==> src/hw/rtl/ugd_pkg.sv <==
`default_nettype none
// ----------------------------------------------------------------------------
// ugd_pkg
// Types, constants and bandwidth tables shared by the uplink grant decoder.
// ----------------------------------------------------------------------------
package ugd_pkg;

    // Configuration register indexes
    localparam logic [3:0] CFG_IDX_BANDWIDTH = 4'd0;
    localparam logic [3:0] CFG_IDX_TDD       = 4'd1;

    // Highest meaningful bandwidth code (100 resource blocks)
    localparam logic [2:0] BW_CODE_MAX = 3'd5;

    // Hopping field width that selects two bits
    localparam logic [1:0] HOP_LEN_WIDE = 2'd2;

    // Reciprocal scaling for the constant divide
    localparam int RECIP_SHIFT = 16;

    typedef logic [2:0]  code_t;
    typedef logic [12:0] riv_t;

    // Grant fields that travel beside the RIV math
    typedef struct packed {
        logic       format0;
        logic       hopping_flag;
        logic [1:0] hopping_bits;
        logic       riv_invalid;
        logic [4:0] mcs;
        logic       ndi;
        logic [1:0] tpc;
        logic [2:0] cyclic_shift;
        logic [1:0] ul_index_or_dai;
        logic       cqi_request;
    } ugd_fields_t;

    // After unpack
    typedef struct packed {
        ugd_fields_t fields;
        code_t       code;
        riv_t        riv;
    } ugd_item_t;

    // After the reciprocal multiply
    typedef struct packed {
        ugd_fields_t fields;
        code_t       code;
        riv_t        riv;
        logic [26:0] prod;
    } ugd_prod_t;

    // After the back multiply and subtract
    typedef struct packed {
        ugd_fields_t fields;
        code_t       code;
        logic [6:0]  quot;
        logic [7:0]  rem;
    } ugd_est_t;

    // Corrected quotient and remainder
    typedef struct packed {
        ugd_fields_t fields;
        code_t       code;
        logic [6:0]  quot;
        logic [6:0]  rmd;
    } ugd_div_t;

    // Resource blocks per bandwidth code
    function automatic logic [6:0] bw_nrb(input code_t code);
        logic [6:0] n;
        case (code)
            3'd0:    n = 7'd6;
            3'd1:    n = 7'd15;
            3'd2:    n = 7'd25;
            3'd3:    n = 7'd50;
            3'd4:    n = 7'd75;
            default: n = 7'd100;
        endcase
        return n;
    endfunction

    // RIV field width including hopping bits
    function automatic logic [3:0] bw_riv_len(input code_t code);
        logic [3:0] w;
        case (code)
            3'd0:    w = 4'd5;
            3'd1:    w = 4'd7;
            3'd2:    w = 4'd9;
            3'd3:    w = 4'd11;
            3'd4:    w = 4'd12;
            default: w = 4'd13;
        endcase
        return w;
    endfunction

    // Hopping selector width
    function automatic logic [1:0] bw_hop_len(input code_t code);
        logic [1:0] w;
        case (code)
            3'd0, 3'd1, 3'd2: w = 2'd1;
            default:          w = 2'd2;
        endcase
        return w;
    endfunction

    // floor(2^16 / N)
    function automatic logic [13:0] bw_recip(input code_t code);
        logic [13:0] r;
        case (code)
            3'd0:    r = 14'd10922;
            3'd1:    r = 14'd4369;
            3'd2:    r = 14'd2621;
            3'd3:    r = 14'd1310;
            3'd4:    r = 14'd873;
            default: r = 14'd655;
        endcase
        return r;
    endfunction

    // Largest legal RIV, N(N+1)/2 - 1
    function automatic riv_t bw_riv_max(input code_t code);
        riv_t m;
        case (code)
            3'd0:    m = 13'd20;
            3'd1:    m = 13'd119;
            3'd2:    m = 13'd324;
            3'd3:    m = 13'd1274;
            3'd4:    m = 13'd2849;
            default: m = 13'd5049;
        endcase
        return m;
    endfunction

endpackage
`default_nettype wire

==> src/hw/rtl/ugd_unpack.sv <==
`default_nettype none
// ----------------------------------------------------------------------------
// ugd_unpack
// First pipeline stage: splits the grant word into fields, extracts the RIV
// and checks it against the bandwidth limit.
// ----------------------------------------------------------------------------
module ugd_unpack (
    input  wire                 aclk,
    input  wire                 aresetn,
    input  wire                 in_valid,
    output logic                in_ready,
    input  wire  [31:0]         dci_word,
    input  wire  ugd_pkg::code_t code,
    input  wire                 tdd_mode,
    output logic                out_valid,
    input  wire                 out_ready,
    output ugd_pkg::ugd_item_t  out_item
);
    import ugd_pkg::*;

    logic        valid_reg;
    ugd_item_t   item_reg;
    ugd_item_t   item_next;

    logic [29:0] body;
    logic [29:0] riv_shift;
    logic [29:0] tail;
    logic [3:0]  rw;
    logic [1:0]  hw;
    logic [3:0]  riv_len;
    logic [12:0] riv_mask;
    riv_t        riv_raw;
    logic        hop;

    // Field extraction
    always_comb begin
        body      = dci_word[29:0];
        hop       = dci_word[30];
        rw        = bw_riv_len(code);
        hw        = bw_hop_len(code);
        riv_shift = body >> (5'd30 - {1'b0, rw});
        riv_len   = hop ? (rw - {2'b00, hw}) : rw;
        riv_mask  = 13'((14'd1 << riv_len) - 14'd1);
        riv_raw   = riv_shift[12:0] & riv_mask;
        tail      = body << rw;

        item_next                        = '0;
        item_next.code                   = code;
        item_next.fields.format0         = 1'b1;
        item_next.fields.hopping_flag    = hop;
        if (hop) begin
            item_next.fields.hopping_bits = (hw == HOP_LEN_WIDE) ? body[29:28]
                                                                 : {1'b0, body[29]};
        end
        item_next.fields.mcs             = tail[29:25];
        item_next.fields.ndi             = tail[24];
        item_next.fields.tpc             = tail[23:22];
        item_next.fields.cyclic_shift    = tail[21:19];
        if (tdd_mode) begin
            item_next.fields.ul_index_or_dai = tail[18:17];
            item_next.fields.cqi_request     = tail[16];
        end else begin
            item_next.fields.cqi_request     = tail[18];
        end

        // Out-of-range RIV goes through the divider as zero
        if (riv_raw > bw_riv_max(code)) begin
            item_next.fields.riv_invalid = 1'b1;
        end else begin
            item_next.riv = riv_raw;
        end

        // Not format 0: all fields and the RIV zero
        if (dci_word[31]) begin
            item_next.fields = '0;
            item_next.riv    = '0;
        end
    end

    assign in_ready = !valid_reg || out_ready;

    // Stage register
    always_ff @(posedge aclk) begin
        if (!aresetn) begin
            valid_reg <= 1'b0;
        end else if (in_ready) begin
            valid_reg <= in_valid;
        end
    end

    always_ff @(posedge aclk) begin
        if (in_valid && in_ready) begin
            item_reg <= item_next;
        end
    end

    assign out_valid = valid_reg;
    assign out_item  = item_reg;

endmodule
`default_nettype wire

==> src/hw/rtl/ugd_riv_div.sv <==
`default_nettype none
// ----------------------------------------------------------------------------
// ugd_riv_div
// Three-stage divide of the RIV by N: reciprocal multiply, back multiply and
// subtract, then a single compare-subtract correction.
// ----------------------------------------------------------------------------
module ugd_riv_div (
    input  wire                 aclk,
    input  wire                 aresetn,
    input  wire                 in_valid,
    output logic                in_ready,
    input  wire  ugd_pkg::ugd_item_t in_item,
    output logic                out_valid,
    input  wire                 out_ready,
    output ugd_pkg::ugd_div_t   out_div
);
    import ugd_pkg::*;

    logic       s2_valid_reg;
    logic       s3_valid_reg;
    logic       s4_valid_reg;
    ugd_prod_t  s2_reg;
    ugd_prod_t  s2_next;
    ugd_est_t   s3_reg;
    ugd_est_t   s3_next;
    ugd_div_t   s4_reg;
    ugd_div_t   s4_next;
    logic       s2_ready;
    logic       s3_ready;
    logic       s4_ready;

    logic [6:0]  s3_quot;
    logic [13:0] s3_back;
    logic [13:0] s3_diff;
    logic [7:0]  s4_n;
    logic [7:0]  s4_sub;

    // Per-stage ready, stall ripples back from the output
    assign s4_ready = !s4_valid_reg || out_ready;
    assign s3_ready = !s3_valid_reg || s4_ready;
    assign s2_ready = !s2_valid_reg || s3_ready;
    assign in_ready = s2_ready;

    // Stage 2: quotient estimate by reciprocal
    always_comb begin
        s2_next.fields = in_item.fields;
        s2_next.code   = in_item.code;
        s2_next.riv    = in_item.riv;
        s2_next.prod   = {14'd0, in_item.riv} * {13'd0, bw_recip(in_item.code)};
    end

    // Stage 3: remainder of the estimate, below 2N
    always_comb begin
        s3_quot        = s2_reg.prod[RECIP_SHIFT +: 7];
        s3_back        = {7'd0, s3_quot} * {7'd0, bw_nrb(s2_reg.code)};
        s3_diff        = {1'b0, s2_reg.riv} - s3_back;
        s3_next.fields = s2_reg.fields;
        s3_next.code   = s2_reg.code;
        s3_next.quot   = s3_quot;
        s3_next.rem    = s3_diff[7:0];
    end

    // Stage 4: correct estimate that came out one low
    always_comb begin
        s4_n           = {1'b0, bw_nrb(s3_reg.code)};
        s4_sub         = s3_reg.rem - s4_n;
        s4_next.fields = s3_reg.fields;
        s4_next.code   = s3_reg.code;
        if (s3_reg.rem >= s4_n) begin
            s4_next.quot = s3_reg.quot + 7'd1;
            s4_next.rmd  = s4_sub[6:0];
        end else begin
            s4_next.quot = s3_reg.quot;
            s4_next.rmd  = s3_reg.rem[6:0];
        end
    end

    // Valid bits
    always_ff @(posedge aclk) begin
        if (!aresetn) begin
            s2_valid_reg <= 1'b0;
            s3_valid_reg <= 1'b0;
            s4_valid_reg <= 1'b0;
        end else begin
            if (s2_ready) begin
                s2_valid_reg <= in_valid;
            end
            if (s3_ready) begin
                s3_valid_reg <= s2_valid_reg;
            end
            if (s4_ready) begin
                s4_valid_reg <= s3_valid_reg;
            end
        end
    end

    // Payload
    always_ff @(posedge aclk) begin
        if (in_valid && s2_ready) begin
            s2_reg <= s2_next;
        end
        if (s2_valid_reg && s3_ready) begin
            s3_reg <= s3_next;
        end
        if (s3_valid_reg && s4_ready) begin
            s4_reg <= s4_next;
        end
    end

    assign out_valid = s4_valid_reg;
    assign out_div   = s4_reg;

`ifndef SYNTHESIS
    // Estimate is never more than one below the true quotient
    a_est_rem_range: assert property (@(posedge aclk) disable iff (!aresetn)
        s3_valid_reg |-> ({1'b0, s3_reg.rem} < {1'b0, bw_nrb(s3_reg.code), 1'b0}))
        else $error("divider estimate remainder out of range");

    a_rmd_below_n: assert property (@(posedge aclk) disable iff (!aresetn)
        s4_valid_reg |-> (s4_reg.rmd < bw_nrb(s4_reg.code)))
        else $error("corrected remainder not below N");

    a_quot_range: assert property (@(posedge aclk) disable iff (!aresetn)
        s4_valid_reg |-> (s4_reg.quot <= bw_nrb(s4_reg.code)))
        else $error("quotient above N");
`endif

endmodule
`default_nettype wire

==> src/hw/rtl/ul_grant_dci0_decoder_top.sv <==
`default_nettype none
// ----------------------------------------------------------------------------
// ul_grant_dci0_decoder_top
// Uplink grant (format 0) decoder: unpacks a 32-bit grant word and turns the
// RIV into start block and block count.
// ----------------------------------------------------------------------------
//  Channel   Dir   Signals                               Content
//  s_        in    s_valid / s_ready / s_dci_word        grant word
//  m_        out   m_valid / m_ready / m_*               decoded fields
//  cfg_      in    cfg_valid / cfg_ready / cfg_index,    register write
//                  cfg_data
//
//  One word per cycle sustained while m_ready stays high; registered in order:
//  unpack, reciprocal multiply, back multiply, correction, output register.
//  Synchronous active-low reset empties the pipe; bandwidth code resets
//  to 100 blocks, TDD off.
//  Each stage holds while the one after it is full and stalled, so empty
//  stages keep filling while a result waits on m_ready.
// ----------------------------------------------------------------------------
module ul_grant_dci0_decoder_top (
    input  wire         aclk,
    input  wire         aresetn,
    // configuration
    input  wire         cfg_valid,
    output logic        cfg_ready,
    input  wire  [3:0]  cfg_index,
    input  wire  [7:0]  cfg_data,
    // grant words
    input  wire         s_valid,
    output logic        s_ready,
    input  wire  [31:0] s_dci_word,
    // decoded results
    output logic        m_valid,
    input  wire         m_ready,
    output logic        m_format0,
    output logic        m_hopping_flag,
    output logic [1:0]  m_hopping_bits,
    output logic [6:0]  m_rb_start,
    output logic [6:0]  m_num_rb,
    output logic        m_riv_invalid,
    output logic [4:0]  m_mcs,
    output logic        m_ndi,
    output logic [1:0]  m_tpc,
    output logic [2:0]  m_cyclic_shift,
    output logic [1:0]  m_ul_index_or_dai,
    output logic        m_cqi_request
);
    import ugd_pkg::*;

    code_t       bw_code_reg;
    logic        tdd_mode_reg;
    code_t       code_sat;

    logic        up_valid;
    logic        up_ready;
    ugd_item_t   up_item;
    logic        div_valid;
    logic        div_ready;
    ugd_div_t    div_res;

    logic        out_valid_reg;
    ugd_fields_t out_fields_reg;
    ugd_fields_t out_fields_next;
    logic [6:0]  rb_start_reg;
    logic [6:0]  rb_start_next;
    logic [6:0]  num_rb_reg;
    logic [6:0]  num_rb_next;

    logic [6:0]  n;
    logic [7:0]  fold_sum;

    // Configuration registers
    assign cfg_ready = 1'b1;

    always_ff @(posedge aclk) begin
        if (!aresetn) begin
            bw_code_reg  <= BW_CODE_MAX;
            tdd_mode_reg <= 1'b0;
        end else if (cfg_valid && cfg_ready) begin
            if (cfg_index == CFG_IDX_BANDWIDTH) begin
                bw_code_reg <= cfg_data[2:0];
            end else if (cfg_index == CFG_IDX_TDD) begin
                tdd_mode_reg <= cfg_data[0];
            end
        end
    end

    // Unused codes behave as 100 blocks
    assign code_sat = (bw_code_reg > BW_CODE_MAX) ? BW_CODE_MAX : bw_code_reg;

    ugd_unpack u_unpack (
        .aclk      (aclk),
        .aresetn   (aresetn),
        .in_valid  (s_valid),
        .in_ready  (s_ready),
        .dci_word  (s_dci_word),
        .code      (code_sat),
        .tdd_mode  (tdd_mode_reg),
        .out_valid (up_valid),
        .out_ready (up_ready),
        .out_item  (up_item)
    );

    ugd_riv_div u_riv_div (
        .aclk      (aclk),
        .aresetn   (aresetn),
        .in_valid  (up_valid),
        .in_ready  (up_ready),
        .in_item   (up_item),
        .out_valid (div_valid),
        .out_ready (div_ready),
        .out_div   (div_res)
    );

    // Output stage: mirrored RIV form when a + b + 1 > N
    always_comb begin
        n               = bw_nrb(div_res.code);
        fold_sum        = {1'b0, div_res.quot} + {1'b0, div_res.rmd} + 8'd1;
        out_fields_next = div_res.fields;
        if (fold_sum > {1'b0, n}) begin
            rb_start_next = n - 7'd1 - div_res.rmd;
            num_rb_next   = n - div_res.quot + 7'd1;
        end else begin
            rb_start_next = div_res.rmd;
            num_rb_next   = div_res.quot + 7'd1;
        end
        if (!div_res.fields.format0 || div_res.fields.riv_invalid) begin
            rb_start_next = '0;
            num_rb_next   = '0;
        end
    end

    assign div_ready = !out_valid_reg || m_ready;

    always_ff @(posedge aclk) begin
        if (!aresetn) begin
            out_valid_reg <= 1'b0;
        end else if (div_ready) begin
            out_valid_reg <= div_valid;
        end
    end

    always_ff @(posedge aclk) begin
        if (div_valid && div_ready) begin
            out_fields_reg <= out_fields_next;
            rb_start_reg   <= rb_start_next;
            num_rb_reg     <= num_rb_next;
        end
    end

    assign m_valid           = out_valid_reg;
    assign m_format0         = out_fields_reg.format0;
    assign m_hopping_flag    = out_fields_reg.hopping_flag;
    assign m_hopping_bits    = out_fields_reg.hopping_bits;
    assign m_rb_start        = rb_start_reg;
    assign m_num_rb          = num_rb_reg;
    assign m_riv_invalid     = out_fields_reg.riv_invalid;
    assign m_mcs             = out_fields_reg.mcs;
    assign m_ndi             = out_fields_reg.ndi;
    assign m_tpc             = out_fields_reg.tpc;
    assign m_cyclic_shift    = out_fields_reg.cyclic_shift;
    assign m_ul_index_or_dai = out_fields_reg.ul_index_or_dai;
    assign m_cqi_request     = out_fields_reg.cqi_request;

`ifndef SYNTHESIS
    // A valid allocation fits inside the configured bandwidth
    a_alloc_fits: assert property (@(posedge aclk) disable iff (!aresetn)
        (m_valid && m_format0 && !m_riv_invalid) |->
        ((m_num_rb != 7'd0) &&
         (({1'b0, m_rb_start} + {1'b0, m_num_rb}) <= {1'b0, bw_nrb(code_sat)})))
        else $error("decoded allocation outside bandwidth");

    a_not_format0_zero: assert property (@(posedge aclk) disable iff (!aresetn)
        (m_valid && !m_format0) |->
        (!m_hopping_flag && (m_mcs == 5'd0) && (m_num_rb == 7'd0) && !m_riv_invalid))
        else $error("non format 0 result carries fields");

    a_invalid_no_alloc: assert property (@(posedge aclk) disable iff (!aresetn)
        (m_valid && m_riv_invalid) |-> ((m_rb_start == 7'd0) && (m_num_rb == 7'd0)))
        else $error("invalid RIV produced an allocation");
`endif

endmodule
`default_nettype wire
==> config.mk <==
export PLATFORM = sky130hd
export DESIGN_NAME = ul_grant_dci0_decoder_top
export DESIGN_NICKNAME = d
export VERILOG_FILES = /design/src/hw/rtl/ugd_pkg.sv /design/src/hw/rtl/ugd_unpack.sv /design/src/hw/rtl/ugd_riv_div.sv /design/src/hw/rtl/ul_grant_dci0_decoder_top.sv
export SDC_FILE = /design/constraint.sdc
export NUM_CORES = 1
export LEC_CHECK = 0
export BUFFER_PORTS_ARGS = -buffer_cell sky130_fd_sc_hd__buf_2
export CAP_MARGIN = 20
export CORE_UTILIZATION = 45
export DETAILED_ROUTE_END_ITERATION = 8
export PLACE_DENSITY_LB_ADDON = 0.3
export SYNTH_ARGS = -nofsm -noshare
export SYNTH_HDL_FRONTEND = slang
export SYNTH_HIERARCHICAL = 1
export SYNTH_SLANG_ARGS = --single-unit
==> constraint.sdc <==
create_clock -name aclk -period 13.4 [get_ports aclk]
set_clock_uncertainty 0.2 [all_clocks]
set_input_delay 2.68 -clock aclk [delete_from_list [all_inputs] [get_ports aclk]]
set_output_delay 2.68 -clock aclk [all_outputs]
set_load 0.02 [all_outputs]
# Yosys cells after proc, flatten, opt, wreduce, memory -nomap -nowiden
# Index checks and enable logic that the tools add are counted.
classes:
  bitwise: 5
  shift: 3
  reduce_logical: 30
  n_mul: 2
  mux: 18
  add_sub_neg: 13
  eq_ne: 22
  n_lt_le_gt_ge: 4
ops:
  columns: ["op", "n"]
  rows:
  - ["7-bit one-hot mux with 5 select lines", 3]
  - ["14-bit one-hot mux with 5 select lines", 1]
  - ["13-bit one-hot mux with 5 select lines", 1]
  - ["3-bit by 2-bit == test with 1-bit output, second input constant", 10]
  - ["30-bit by 4-bit << shifter with 30-bit output", 1]
  - ["30-bit by 5-bit >> shifter with 13-bit output", 1]
  - ["13-bit by 14-bit multiplier with 23-bit output", 1]
  - ["7-bit by 1-bit adder with 7-bit output, second input constant", 3]
  - ["7-bit subtractor", 3]
  - ["4-bit one-hot mux with 5 select lines", 1]
  - ["19-bit two-way mux", 1]
  - ["3-bit by 1-bit == test with 1-bit output, second input constant", 5]
  - ["3-bit == test, second input constant", 5]
  - ["3-bit logical NOT", 5]
  - ["14-bit two-way mux", 1]
  - ["7-bit two-way mux", 2]
  - ["13-bit bitwise AND", 1]
  - ["13-bit > comparator", 1]
  - ["1-bit by 4-bit << shifter with 13-bit output, first input constant", 1]
  - ["13-bit by 1-bit subtractor with 13-bit output, second input constant", 1]
  - ["7-bit by 7-bit adder with 8-bit output", 1]
  - ["8-bit by 1-bit adder with 8-bit output, second input constant", 1]
  - ["8-bit by 7-bit greater-or-equal comparator with 1-bit output", 1]
  - ["8-bit by 7-bit > comparator with 1-bit output", 1]
  - ["21 further kinds", 45]
word_totals:
  out_inout_bits: 36
  inputBits: 49
  wordCells: 168
  ff_bits: 203

# Longest topological paths before layout
logic_depth:
  ltp_word: 13
  mapped_depth: 23
  mapped_depth_nobuf: 21

# Hierarchy
# The synthesis kept the hierarchy.
modules_own_cells:
  columns: ["mod", "area_each_um2", "instances", "cells_per_inst"]
  rows:
  - ["ugd_riv_div", 10528.8, 1, 996]
  - ["ugd_unpack", 3942.5, 1, 433]
  - ["ul_grant_dci0_decoder_top", 2635.0, 1, 253]

# Least setup slack after synthesis
# Ideal clock, no wire load.
synth_path:
  path_type: "input-to-output"
  from: "input m_ready"
  to: "output s_ready"
  cell_stages: 4
  path_buffers: 0
  t_required_ps: 10520
  arrival_ps: 3449
  path_slack_ps: 7071
  cell_sequence: "nand2b_1 > nor2b_1 > nand3_1 > nand2b_1"
synth_between:
  elab_chain_cells: 5
synth_lines:
  columns: ["item", "line", "rtl"]
  rows:
  - ["start, declared", "ul_grant_dci0_decoder_top.sv:34", "input wire m_ready,"]
  - ["1-bit logical OR", "ul_grant_dci0_decoder_top.sv:133", "assign div_ready = !out_valid_reg || m_ready;"]
  - ["1-bit logical OR", "ugd_riv_div.sv:39", "assign s4_ready = !s4_valid_reg || out_ready;"]
  - ["1-bit logical OR", "ugd_riv_div.sv:40", "assign s3_ready = !s3_valid_reg || s4_ready;"]
  - ["1-bit logical OR", "ugd_riv_div.sv:41", "assign s2_ready = !s2_valid_reg || s3_ready;"]
  - ["via up_ready", "ul_grant_dci0_decoder_top.sv:55", "logic up_ready;"]
  - ["1-bit logical OR", "ugd_unpack.sv:80", "assign in_ready = !valid_reg || out_ready;"]
  - ["end, declared", "ul_grant_dci0_decoder_top.sv:30", "output logic s_ready,"]
# The timed path passes the listed nets, and every way through them passes these cells.

==> out/metrics.yaml <==
synth_ff_type: "edfxtp_1"
area_growth_pct: 8.16
top_layer: "met4"
register_area_mm2: 0.00553
setup_ws_ps: 6030
grt_pass1_vias: 12100
dp_cells: 2207
post_cts_buffers: 0
syn_area_mm2: 0.0171
period_share_pct: 55.0
timing.reg2reg.setup_slack_ps: 6030
synth_commonest_cells: "inv_1 (260), nand2_1 (183), edfxtp_1 (178)"
rr_startpoint: "u_unpack/out_item[15]"
timing.hold.ws_ps: 211
nets: 2039
fin_setup_tns_ps: 0
drc: 0
yosys.area.top_type: "edfxtp_1"
die_area_mm2: 0.0388
crit_fanout: 17
core_mm2: 0.0376
vias_per_cell: 5.41
critical_path.startpoint: "u_unpack/out_item[15]"
powerDensity_mw_per_mm2: 117
synth_area_leaders: "edfxtp_1 (31%), fa_1 (17%), ha_1 (9.1%)"
port_buffers: 75
overflow: 0
cts_max_path_buffers: 2
ctsRootBufferMaster: "clkbuf_16"
yosys_warnings: 6
dp_slack_ps: 6110
muxShareOfSynthArea_pct: 5.01
cp.arrival_ps: 7340
wl_per_cell_um: 16.7
drive_above_1_share_pct: 11.0
multiInputGateArea_mm2: 0.0103
rsz0062_at_grt: "false"
synth-seq-area-share_pct: 32.3
netlist.area_leader.share_pct: 31.2
drt-initial-drc-count: 834
stdcell_count: 2242
synth_adder_area_share_pct: 26.4
synth-seq-cells: 187
drt-pass1-iter-count: 8
drt-met1-wl_mm: 16.7
fill_cells: 3419
die_width_um: 197
clk_pin_slew_worst_paths_ps: 70
grt_max_degree: 59
p_leak_nw: 8.02
synth_async_sr_flop_share_pct: 0
antenna_found_initial: 0
final.min_clock_period_ps: 7370
rows: 71
syn-mean-instance-area_um2: 10.2
cts_max_level: 4
maxCapViolCount: 0
wl_met3_mm: 1.89
antenna_cells: 0
synth.most_common_cell: "inv_1"
p_total_mw: 2.17
gp_congestion: 0.922
worstPathRequired_ps: 13360
hpwl_mm: 28.5
start_util_pct: 45.5
worstSetupEndpointType: "register"
drt_wl_total_mm: 37.5
cts_resized: 0
synth_edf_count: 178
synthXorXnorAreaFrac_pct: 3.55
slew_viol_final: 0
hold_viol_final: 0
hold_depth: 0
utilization_pct: 49.2
worstSetupPathType: "reg2reg"
max_freq_ghz: 0.136
placed_cell_area_mm2: 0.0179
slew_headroom_pct: 31.7
die_h_um: 197
hold_path.startpoint: "u_riv_div/s3_reg[30]"
status: "complete, no violations"
cts_sinks: 187
grt_pass1_wl_mm: 61.5
numCtsBuffers: 17
setup_viol: 0
worst_pin_slew_ps: 1020
cts-hold-fix-buffers: 0
rr_worst_depth: 19
clk_latency_ps: 420
synthCells: 1682
synth-simple-area-share_pct: 14.4
cp-start-kind: "register"
hp-class: "reg2reg"
ir_drop_uv: 118
synth-compound-area-share_pct: 10.3
synth_top_family_by_area: "adder cells"
design_area_mm2: 0.0185
route.met2.wl_mm: 18.2
antenna_left: 0
grt_usage_pct: 20.1
vias: 12100
synth.distinct_cells: 93
ios: 85
cts_tree: "yes"
## power breakdown
group | internal (mW) | leakage, nW | total (mW) | switching, mW
Clock | 0.253 | 0.274 | 0.456 | 0.203
Sequential | 0.710 | 1.74 | 0.752 | 0.0418
Combinational | 0.441 | 6.01 | 0.960 | 0.519
## per-layer routing
layer	global-route usage (%)	vias up
met5	0	-
met1	27.3	5968
li1	-	5726
met2	33.8	388
met3	2.26	55
met4	5.80	0
## worst paths after layout
check,to
max,u_riv_div/s2_reg[20]
min,u_riv_div/out_div[29]
max reg2reg,u_riv_div/s2_reg[20]
min reg2reg,u_riv_div/out_div[29]
## placed cells by master (no fill, tap or decap), types with 20 or more instances in the layout
cell and n:
nor2_1 68, inv_1 260, o21ai_0 43, nor3_1 25, and2_1 103, fa_1 148
nand3_1 31, a211oi_1 20, edfxtp_1 178, ha_1 124, nand2_1 183, xnor2_1 47
mux2i_1 38, a21oi_1 64, buf_2 75
## critical path, cell delays in order, from the launching register on
cell,delay [ps]
edfxtp_1,640
or2b_1,640
nand2_1,580
and2_1,350
fa_1,470
inv_1,50
fa_1,530
inv_1,50
fa_1,460
fa_1,490
inv_1,60
fa_1,530
inv_1,50
ha_1,310
a21o_1,190
a2111oi_0,740
a211oi_2,180
nor2_1,270
o221ai_1,170
xor2_1,160
## kinds of logic (layout without fill, tap and decap cells)
family	after synthesis	after routing
buffers and inverters	342	390
other	2	3
XOR/XNOR	67	67
flip-flops	187	187
adder cells (fa/ha/maj)	273	273
AO/OA/AOI/OAI	257	257
multiplexers	66	66
AND/OR/NAND/NOR	488	488
## layout make-up
type	instances	share of cell area, %
Timing Repair Buffer	93	2.88
Inverter	265	5.38
Sequential cell	187	29.9
Tap cell	511	3.46
Multi-Input combinational cell	1154	55.5
Clock buffer	22	2.57
Clock inverter	10	0.365
No activity file was read; power rests on OpenSTA's default activity.
